==> src/rtl/core/lfac_pkg.sv <==
// ----------------------------------------------------------------------------
// lfac_pkg
// Shared types and constants of the fully associative LRU cache core.
// ----------------------------------------------------------------------------
package lfac_pkg;

  localparam logic [1:0] KIND_LOOKUP = 2'd0;
  localparam logic [1:0] KIND_INSERT = 2'd1;
  localparam logic [1:0] KIND_CLEAR  = 2'd2;

  localparam logic [31:0] CNT_TOP = 32'hFFFF_FFFF;

  typedef struct packed {
    logic [1:0]  kind;
    logic [31:0] key;
    logic [31:0] value;
  } lfac_in_t;

  typedef struct packed {
    logic        hit;
    logic [31:0] read_value;
  } lfac_out_t;

endpackage

==> src/rtl/core/lfac_ram.sv <==
// ----------------------------------------------------------------------------
// lfac_ram
// Generic single-write, single-read RAM with a registered read port.
// ----------------------------------------------------------------------------
module lfac_ram #(
  parameter int WIDTH = 32,
  parameter int DEPTH = 16
) (
  input  logic                                     clk,
  input  logic                                     we,
  input  logic [((DEPTH > 1) ? $clog2(DEPTH) : 1)-1:0] waddr,
  input  logic [WIDTH-1:0]                         wdata,
  input  logic [((DEPTH > 1) ? $clog2(DEPTH) : 1)-1:0] raddr,
  output logic [WIDTH-1:0]                         rdata
);

  logic [WIDTH-1:0] mem [DEPTH];

  always_ff @(posedge clk) begin
    if (we) begin
      mem[waddr] <= wdata;
    end
    rdata <= mem[raddr];
  end

endmodule

==> src/rtl/core/lfac_front.sv <==
// ----------------------------------------------------------------------------
// lfac_front
// Accepts input words, drops unknown operations and queues the rest in a
// two-entry queue for the back end.
// ----------------------------------------------------------------------------
module lfac_front
  import lfac_pkg::*;
(
  input  logic     clk,
  input  logic     rst_n,
  input  logic     push,
  output logic     full,
  input  lfac_in_t in_data,
  output logic     op_valid,
  output lfac_in_t op_word,
  input  logic     op_take
);

  lfac_in_t   q_r [2];
  logic       wp_r, wp_nxt;
  logic       rp_r, rp_nxt;
  logic [1:0] cnt_r, cnt_nxt;
  logic       known;
  logic       wr;

  assign full     = (cnt_r == 2'd2);
  assign op_valid = (cnt_r != 2'd0);
  assign op_word  = q_r[rp_r];

  always_comb begin
    unique case (in_data.kind)
      KIND_LOOKUP, KIND_INSERT, KIND_CLEAR: known = 1'b1;
      default:                              known = 1'b0;
    endcase
  end

  assign wr = push && !full && known;

  always_comb begin
    wp_nxt  = wp_r ^ wr;
    rp_nxt  = rp_r ^ op_take;
    cnt_nxt = cnt_r + {1'b0, wr} - {1'b0, op_take};
  end

  always_ff @(posedge clk) begin
    if (!rst_n) begin
      wp_r  <= 1'b0;
      rp_r  <= 1'b0;
      cnt_r <= 2'd0;
    end else begin
      wp_r  <= wp_nxt;
      rp_r  <= rp_nxt;
      cnt_r <= cnt_nxt;
    end
  end

  always_ff @(posedge clk) begin
    if (wr) begin
      q_r[wp_r] <= in_data;
    end
  end

endmodule

==> src/rtl/core/lfac_outq.sv <==
// ----------------------------------------------------------------------------
// lfac_outq
// Two-entry result queue between the back end and the result port.
// ----------------------------------------------------------------------------
module lfac_outq
  import lfac_pkg::*;
(
  input  logic      clk,
  input  logic      rst_n,
  input  logic      res_wr,
  input  lfac_out_t res_word,
  output logic      res_space,
  output logic      empty,
  input  logic      pop,
  output lfac_out_t out_data
);

  lfac_out_t  q_r [2];
  logic       wp_r, wp_nxt;
  logic       rp_r, rp_nxt;
  logic [1:0] cnt_r, cnt_nxt;
  logic       rd;

  assign empty     = (cnt_r == 2'd0);
  assign res_space = (cnt_r != 2'd2);
  assign out_data  = q_r[rp_r];
  assign rd        = pop && !empty;

  always_comb begin
    wp_nxt  = wp_r ^ res_wr;
    rp_nxt  = rp_r ^ rd;
    cnt_nxt = cnt_r + {1'b0, res_wr} - {1'b0, rd};
  end

  always_ff @(posedge clk) begin
    if (!rst_n) begin
      wp_r  <= 1'b0;
      rp_r  <= 1'b0;
      cnt_r <= 2'd0;
    end else begin
      wp_r  <= wp_nxt;
      rp_r  <= rp_nxt;
      cnt_r <= cnt_nxt;
    end
  end

  always_ff @(posedge clk) begin
    if (res_wr) begin
      q_r[wp_r] <= res_word;
    end
  end

endmodule

==> src/rtl/core/lfac_back.sv <==
// ----------------------------------------------------------------------------
// lfac_back
// Sequencer that scans the entry store one entry per cycle, then performs
// the lookup, insert or clear and posts a lookup result.
// ----------------------------------------------------------------------------
module lfac_back
  import lfac_pkg::*;
#(
  parameter int ENTRIES = 16
) (
  input  logic      clk,
  input  logic      rst_n,
  input  logic      op_valid,
  input  lfac_in_t  op_word,
  output logic      op_take,
  input  logic      res_space,
  output logic      res_wr,
  output lfac_out_t res_word,
  output logic      busy
);

  localparam int IW = (ENTRIES > 1) ? $clog2(ENTRIES) : 1;
  localparam int CW = $clog2(ENTRIES + 1);
  localparam logic [CW-1:0] ISSUE_END = CW'(ENTRIES);
  localparam logic [IW-1:0] IDX_LAST  = IW'(ENTRIES - 1);

  localparam logic [1:0] ST_IDLE = 2'd0;
  localparam logic [1:0] ST_SCAN = 2'd1;
  localparam logic [1:0] ST_DONE = 2'd2;

  logic [1:0]         state_r, state_nxt;
  lfac_in_t           op_r, op_nxt;
  logic [CW-1:0]      issue_r, issue_nxt;
  logic               dv_r, dv_nxt;
  logic [IW-1:0]      idx_r, idx_nxt;
  logic               found_r, found_nxt;
  logic [IW-1:0]      match_r, match_nxt;
  logic [31:0]        hit_val_r, hit_val_nxt;
  logic               free_r, free_nxt;
  logic [IW-1:0]      free_idx_r, free_idx_nxt;
  logic [IW-1:0]      best_idx_r, best_idx_nxt;
  logic [31:0]        best_stamp_r, best_stamp_nxt;
  logic [ENTRIES-1:0] valid_r, valid_nxt;
  logic [31:0]        cnt_r, cnt_nxt;

  logic [IW-1:0] raddr;
  logic [31:0]   key_rd, val_rd, stamp_rd;
  logic          key_we, val_we, stamp_we;
  logic [IW-1:0] wr_idx;
  logic [31:0]   stamp_wd;
  logic [31:0]   cnt_inc;
  logic          cur_valid;

  assign raddr     = issue_r[IW-1:0];
  assign cnt_inc   = (cnt_r == CNT_TOP) ? cnt_r : cnt_r + 32'd1;
  assign cur_valid = valid_r[idx_r];
  assign busy      = (state_r != ST_IDLE);

  lfac_ram #(.WIDTH(32), .DEPTH(ENTRIES)) u_key_ram (
    .clk(clk), .we(key_we), .waddr(wr_idx), .wdata(op_r.key),
    .raddr(raddr), .rdata(key_rd)
  );

  lfac_ram #(.WIDTH(32), .DEPTH(ENTRIES)) u_val_ram (
    .clk(clk), .we(val_we), .waddr(wr_idx), .wdata(op_r.value),
    .raddr(raddr), .rdata(val_rd)
  );

  lfac_ram #(.WIDTH(32), .DEPTH(ENTRIES)) u_stamp_ram (
    .clk(clk), .we(stamp_we), .waddr(wr_idx), .wdata(stamp_wd),
    .raddr(raddr), .rdata(stamp_rd)
  );

  always_comb begin
    state_nxt      = state_r;
    op_nxt         = op_r;
    issue_nxt      = issue_r;
    dv_nxt         = 1'b0;
    idx_nxt        = idx_r;
    found_nxt      = found_r;
    match_nxt      = match_r;
    hit_val_nxt    = hit_val_r;
    free_nxt       = free_r;
    free_idx_nxt   = free_idx_r;
    best_idx_nxt   = best_idx_r;
    best_stamp_nxt = best_stamp_r;
    valid_nxt      = valid_r;
    cnt_nxt        = cnt_r;
    op_take        = 1'b0;
    res_wr         = 1'b0;
    res_word       = '0;
    key_we         = 1'b0;
    val_we         = 1'b0;
    stamp_we       = 1'b0;
    wr_idx         = free_r ? free_idx_r : best_idx_r;
    stamp_wd       = cnt_r;

    unique case (state_r)
      ST_IDLE: begin
        // A lookup only starts when its result is sure to find room.
        if (op_valid && (op_word.kind != KIND_LOOKUP || res_space)) begin
          op_take   = 1'b1;
          op_nxt    = op_word;
          issue_nxt = '0;
          found_nxt = 1'b0;
          free_nxt  = 1'b0;
          state_nxt = ST_SCAN;
        end
      end
      ST_SCAN: begin
        if (issue_r != ISSUE_END) begin
          issue_nxt = issue_r + CW'(1);
          dv_nxt    = 1'b1;
          idx_nxt   = issue_r[IW-1:0];
        end
        if (dv_r) begin
          if (cur_valid && key_rd == op_r.key && !found_r) begin
            found_nxt   = 1'b1;
            match_nxt   = idx_r;
            hit_val_nxt = val_rd;
          end
          if (!cur_valid && !free_r) begin
            free_nxt     = 1'b1;
            free_idx_nxt = idx_r;
          end
          // Strict compare keeps the lowest index among equal stamps.
          if (idx_r == '0 || stamp_rd < best_stamp_r) begin
            best_idx_nxt   = idx_r;
            best_stamp_nxt = stamp_rd;
          end
          if (idx_r == IDX_LAST) begin
            state_nxt = ST_DONE;
          end
        end
      end
      ST_DONE: begin
        state_nxt = ST_IDLE;
        unique case (op_r.kind)
          KIND_LOOKUP: begin
            res_wr              = 1'b1;
            res_word.hit        = found_r;
            res_word.read_value = found_r ? hit_val_r : 32'd0;
            if (found_r) begin
              wr_idx   = match_r;
              stamp_we = 1'b1;
              stamp_wd = cnt_inc;
              cnt_nxt  = cnt_inc;
            end
          end
          KIND_INSERT: begin
            key_we            = 1'b1;
            val_we            = 1'b1;
            stamp_we          = 1'b1;
            stamp_wd          = cnt_r;
            valid_nxt[wr_idx] = 1'b1;
            cnt_nxt           = cnt_inc;
          end
          KIND_CLEAR: begin
            if (found_r) begin
              valid_nxt[match_r] = 1'b0;
            end
          end
          default: begin
          end
        endcase
      end
      default: begin
        state_nxt = ST_IDLE;
      end
    endcase
  end

  always_ff @(posedge clk) begin
    if (!rst_n) begin
      state_r <= ST_IDLE;
      dv_r    <= 1'b0;
      valid_r <= '0;
      cnt_r   <= 32'd0;
    end else begin
      state_r <= state_nxt;
      dv_r    <= dv_nxt;
      valid_r <= valid_nxt;
      cnt_r   <= cnt_nxt;
    end
  end

  always_ff @(posedge clk) begin
    op_r         <= op_nxt;
    issue_r      <= issue_nxt;
    idx_r        <= idx_nxt;
    found_r      <= found_nxt;
    match_r      <= match_nxt;
    hit_val_r    <= hit_val_nxt;
    free_r       <= free_nxt;
    free_idx_r   <= free_idx_nxt;
    best_idx_r   <= best_idx_nxt;
    best_stamp_r <= best_stamp_nxt;
  end

endmodule

==> src/rtl/core/lru_fully_associative_cache_core.sv <==
// ----------------------------------------------------------------------------
// lru_fully_associative_cache_core
// Fully associative key/value cache with timestamp LRU replacement.
//
//   channel   ports                      word
//   input     push, full, in_data        kind, key, value
//   result    empty, pop, out_data       hit, read_value (lookups only)
//
// In the back end each operation is taken in the idle state, then the scan
// streams the entry store through its single read port one entry per cycle,
// and the done state writes back and posts the result of a lookup.
// Reset clears the valid bits and the use counter; no clearing pass is
// needed. The front queue holds two words, so input is taken while the back
// end scans; the result queue holds two words.
// ----------------------------------------------------------------------------
module lru_fully_associative_cache_core
  import lfac_pkg::*;
#(
  parameter int ENTRIES = 16
) (
  input  logic      clk,
  input  logic      rst_n,
  input  logic      push,
  output logic      full,
  input  lfac_in_t  in_data,
  output logic      empty,
  input  logic      pop,
  output lfac_out_t out_data
);

  logic      op_valid;
  lfac_in_t  op_word;
  logic      op_take;
  logic      res_space;
  logic      res_wr;
  lfac_out_t res_word;
  logic      busy;

  lfac_front u_front (
    .clk(clk), .rst_n(rst_n), .push(push), .full(full), .in_data(in_data),
    .op_valid(op_valid), .op_word(op_word), .op_take(op_take)
  );

  lfac_back #(.ENTRIES(ENTRIES)) u_back (
    .clk(clk), .rst_n(rst_n), .op_valid(op_valid), .op_word(op_word),
    .op_take(op_take), .res_space(res_space), .res_wr(res_wr),
    .res_word(res_word), .busy(busy)
  );

  lfac_outq u_outq (
    .clk(clk), .rst_n(rst_n), .res_wr(res_wr), .res_word(res_word),
    .res_space(res_space), .empty(empty), .pop(pop), .out_data(out_data)
  );

`ifndef SYNTH
  a_res_room: assert property (@(posedge clk) disable iff (!rst_n)
    res_wr |-> res_space)
    else $error("result written into a full result queue");

  a_take_idle: assert property (@(posedge clk) disable iff (!rst_n)
    op_take |-> (op_valid && !busy))
    else $error("operation taken while the back end is busy");

  a_take_busy: assert property (@(posedge clk) disable iff (!rst_n)
    op_take |=> busy)
    else $error("back end did not start after taking an operation");

  a_reset_clear: assert property (@(posedge clk)
    !rst_n |=> (empty && !full))
    else $error("queues not cleared by reset");
`endif

endmodule
==> config.mk <==
export PLATFORM = sky130hd
export DESIGN_NAME = lru_fully_associative_cache_core
export DESIGN_NICKNAME = d
export VERILOG_FILES = /design/src/rtl/core/lfac_pkg.sv /design/src/rtl/core/lfac_ram.sv /design/src/rtl/core/lfac_front.sv /design/src/rtl/core/lfac_outq.sv /design/src/rtl/core/lfac_back.sv /design/src/rtl/core/lru_fully_associative_cache_core.sv
export SDC_FILE = /design/constraint.sdc
export NUM_CORES = 2
export LEC_CHECK = 0
export BUFFER_PORTS_ARGS = -buffer_cell sky130_fd_sc_hd__buf_2
export CORE_UTILIZATION = 65
export CTS_CLUSTER_SIZE = 8
export DETAILED_ROUTE_END_ITERATION = 16
export MAX_ROUTING_LAYER = met4
export PLACE_DENSITY = 0.85
export SLEW_MARGIN = 0
export SYNTH_ARGS = -nofsm -noshare
export SYNTH_HDL_FRONTEND = slang
export SYNTH_HIERARCHICAL = 1
export SYNTH_SLANG_ARGS = --single-unit
==> constraint.sdc <==
create_clock -name clk -period 11.45 [get_ports clk]
set_input_delay 0.5725 -clock clk [delete_from_list [all_inputs] [get_ports clk]]
set_output_delay 0.5725 -clock clk [all_outputs]
set_load 0.1 [all_outputs]
==> results.yml <==
timing:
  report.final.setup_viol: 0
  fin_crit_sh_pct: 48.5
  slew_headroom_pct: -7.51
  hold_viol_final: 0
  drv_slew: 47
  grt_setup_unrepaired: "false"
  fin_crit_ns: 5.55
  fin_ws_ns: 5.90
  worst_slew_pin_slew_ns: 1.61
  fin_skew_ns: 0.0836
  finalSetupTns_ns: 0
  fmax_ghz: 0.180
global_route:
  grt_usage_pct: 36.1
  grt_pass1_wl_microns: 300000
  antenna_found_initial: 5
  grt_max_degree: 166
  grt_overflow: 0
  grt_pass1_vias: 43400
die:
  core_sq_mm: 0.117
  die_area_sq_mm: 0.120
  die_h_microns: 346
  initial_utilization_pct: 65.8
  io_pins: 105
  die_w_microns: 346
  rows: 125
clock_network:
  htree_num_levels: 5
  clockRootBuffer: "clkbuf_16"
  clockBufferDepth: 4
  cts_buffers: 305
  cts_sinks: 2044
  clkLatencyLatePin_ns: 0.90
  clkTransAtPathRegs_ns: 0.05
  cts_tree: "done"
setup_path:
  worstSetupStartpoint: "u_back/op_r[65]$_DFFE_PP_"
  r2r-start: "u_back/op_r[65]$_DFFE_PP_"
  critPathMaxFanout: 36
  crit_path_end: "u_back/u_val_ram/mem[11][5]$_DFFE_PP_"
  end_kind: "flip-flop"
  worst_r2r_endpoint: "u_back/u_val_ram/mem[11][5]$_DFFE_PP_"
  critPathKind: "flip-flop to flip-flop"
  worstSetupStartpointType: "flip-flop"
  cp_data_required_time_ns: 11.88
  worstRegToRegCells: 9
  arrival_ns: 5.98
  rrSetupSlack_ns: 5.90
pwr:
  p_per_area_mw_per_mm2: 247
  p_leak_nw: 27.9
  ir_drop_uv: 222
drt:
  wl_microns: 208000
  drt_first_pass_iters: 11
  drt_iter0_drc: 6695
  drc: 0
  top_layer_used: "met4"
  wl_per_cell_microns: 36.2
  wl_met3_microns: 24600
  wl_met2_microns: 104000
  vias_per_cell: 7.29
  wl_met1_microns: 67600
  vias: 41900
  antenna_left: 0
min_path:
  hp-class: "input port to flip-flop"
  worstHoldStart: "pop"
layout:
  seqCellArea_sq_mm: 0.0598
  nFillCells: 5346
  final_cells: 5745
  final_nets: 4125
  mostFrequentLayoutCell: "edfxtp_1"
  layout_common_cells: "1,887 x edfxtp_1, 389 x mux4_2, 310 x clkbuf_16, 194 x a22oi_1, 191 x clkbuf_1"
  multi_input_area_sq_mm: 0.0165
  area_growth_pct: 15.5
  drive_above_1_share_pct: 25.2
status:
  violations: "max-capacitance violations, max-slew violations"
  status: "finished, violations left"
placement:
  io_buffers: 104
  pre_cts_ws_ns: 6.58
  gp_congestion: 0.822
  place_hpwl_microns: 91100
  dp_cells: 5164
logic_synthesis:
  synthCells: 3649
  avgSynthCellArea_sq_um: 21.0
  mappedNetlistArea_sq_mm: 0.0768
  yosys_warnings: 6
  syn-num-nets: 3761
job:
  max_cap_viol_count: 3
[metal layers]
layer  up-vias  track usage, %
met5         -               -
met4         0            17.8
met3       937            7.86
met2      4038            58.4
met1     21200            43.6
li1      15700               -
[critical path, cell delays in order (launching register included)]
cell and delay [ns]:
edfxtp_1 0.45, nor3b_1 0.44, nor2b_4 0.24, buf_4 0.48, nand2_1 0.27, inv_1 0.45, nand2_1 0.18, o21ai_2 0.63
nand2_1 0.64, nor2_4 1.28
[report_power, final]
group	total [mW]	internal (mW)	switching, mW
Sequential	9.61	8.97	0.644
Clock	8.32	5.01	3.32
Combinational	3.96	1.63	2.33
Total	21.9	15.6	6.29
[timing repair]
action / 4_1_cts / 5_1_grt
resized for setup: 0 / 0
hold endpoints to repair: 132 / 0
setup buffers: 0 / 0
setup endpoints to repair: 0 / 0
hold buffers: 66 / 0
[cell type report]
type,instances,area share (%)
Antenna cell,4,0.0113
Clock buffer,501,9.56
Clock inverter,10,0.185
Inverter,51,0.219
Multi-Input combinational cell,1385,18.6
Sequential cell,2044,67.5
Tap cell,1524,2.15
Timing Repair Buffer,226,1.86
[stage by stage]
step	hold WS, ns	utilization [%]	cell area [sq um]	power (mW)
2_1_floorplan	0.386	-	76800	12.1
3_3_place_gp	0.387	68.0	79300	13.1
3_5_place_dp	0.390	68.0	79300	13.3
4_1_cts	0.126	75.9	88600	21.7
5_1_grt	0.181	76.0	88700	22.4
6_report	0.177	76.0	88700	21.9
[registers in the layout (all words and copies together) (netlist names), 4 cells and up, named ones only]
| name | count |
|---|---|
| u_back/u_stamp_ram/mem | 512 |
| u_front/q_r | 132 |
| u_outq/q_r | 66 |
| u_back/u_key_ram/mem | 512 |
| u_back/issue_r | 5 |
| u_back/free_idx_r | 4 |
| u_back/best_stamp_r | 32 |
| u_back/best_idx_r | 4 |
| u_back/valid_r | 16 |
| u_back/hit_val_r | 32 |
| u_back/u_key_ram/rdata | 32 |
| u_back/match_r | 4 |
| u_back/u_val_ram/mem | 512 |
| u_back/idx_r | 4 |
| u_back/u_val_ram/rdata | 32 |
| u_back/u_stamp_ram/rdata | 32 |
| u_back/op_r | 66 |
| u_back/cnt_r | 32 |
[worst min-delay path by stage]
stage,to,cells past startpoint
6_report,flip-flop,3
5_1_grt,flip-flop,3
4_1_cts,flip-flop,3
3_5_place_dp,u_back/hit_val_r[9]$_DFFE_PP_,0
3_3_place_gp,u_back/hit_val_r[27]$_DFFE_PP_,0
2_1_floorplan,u_back/hit_val_r[0]$_DFFE_PP_,0
Power figures use the tool's default switching activity.
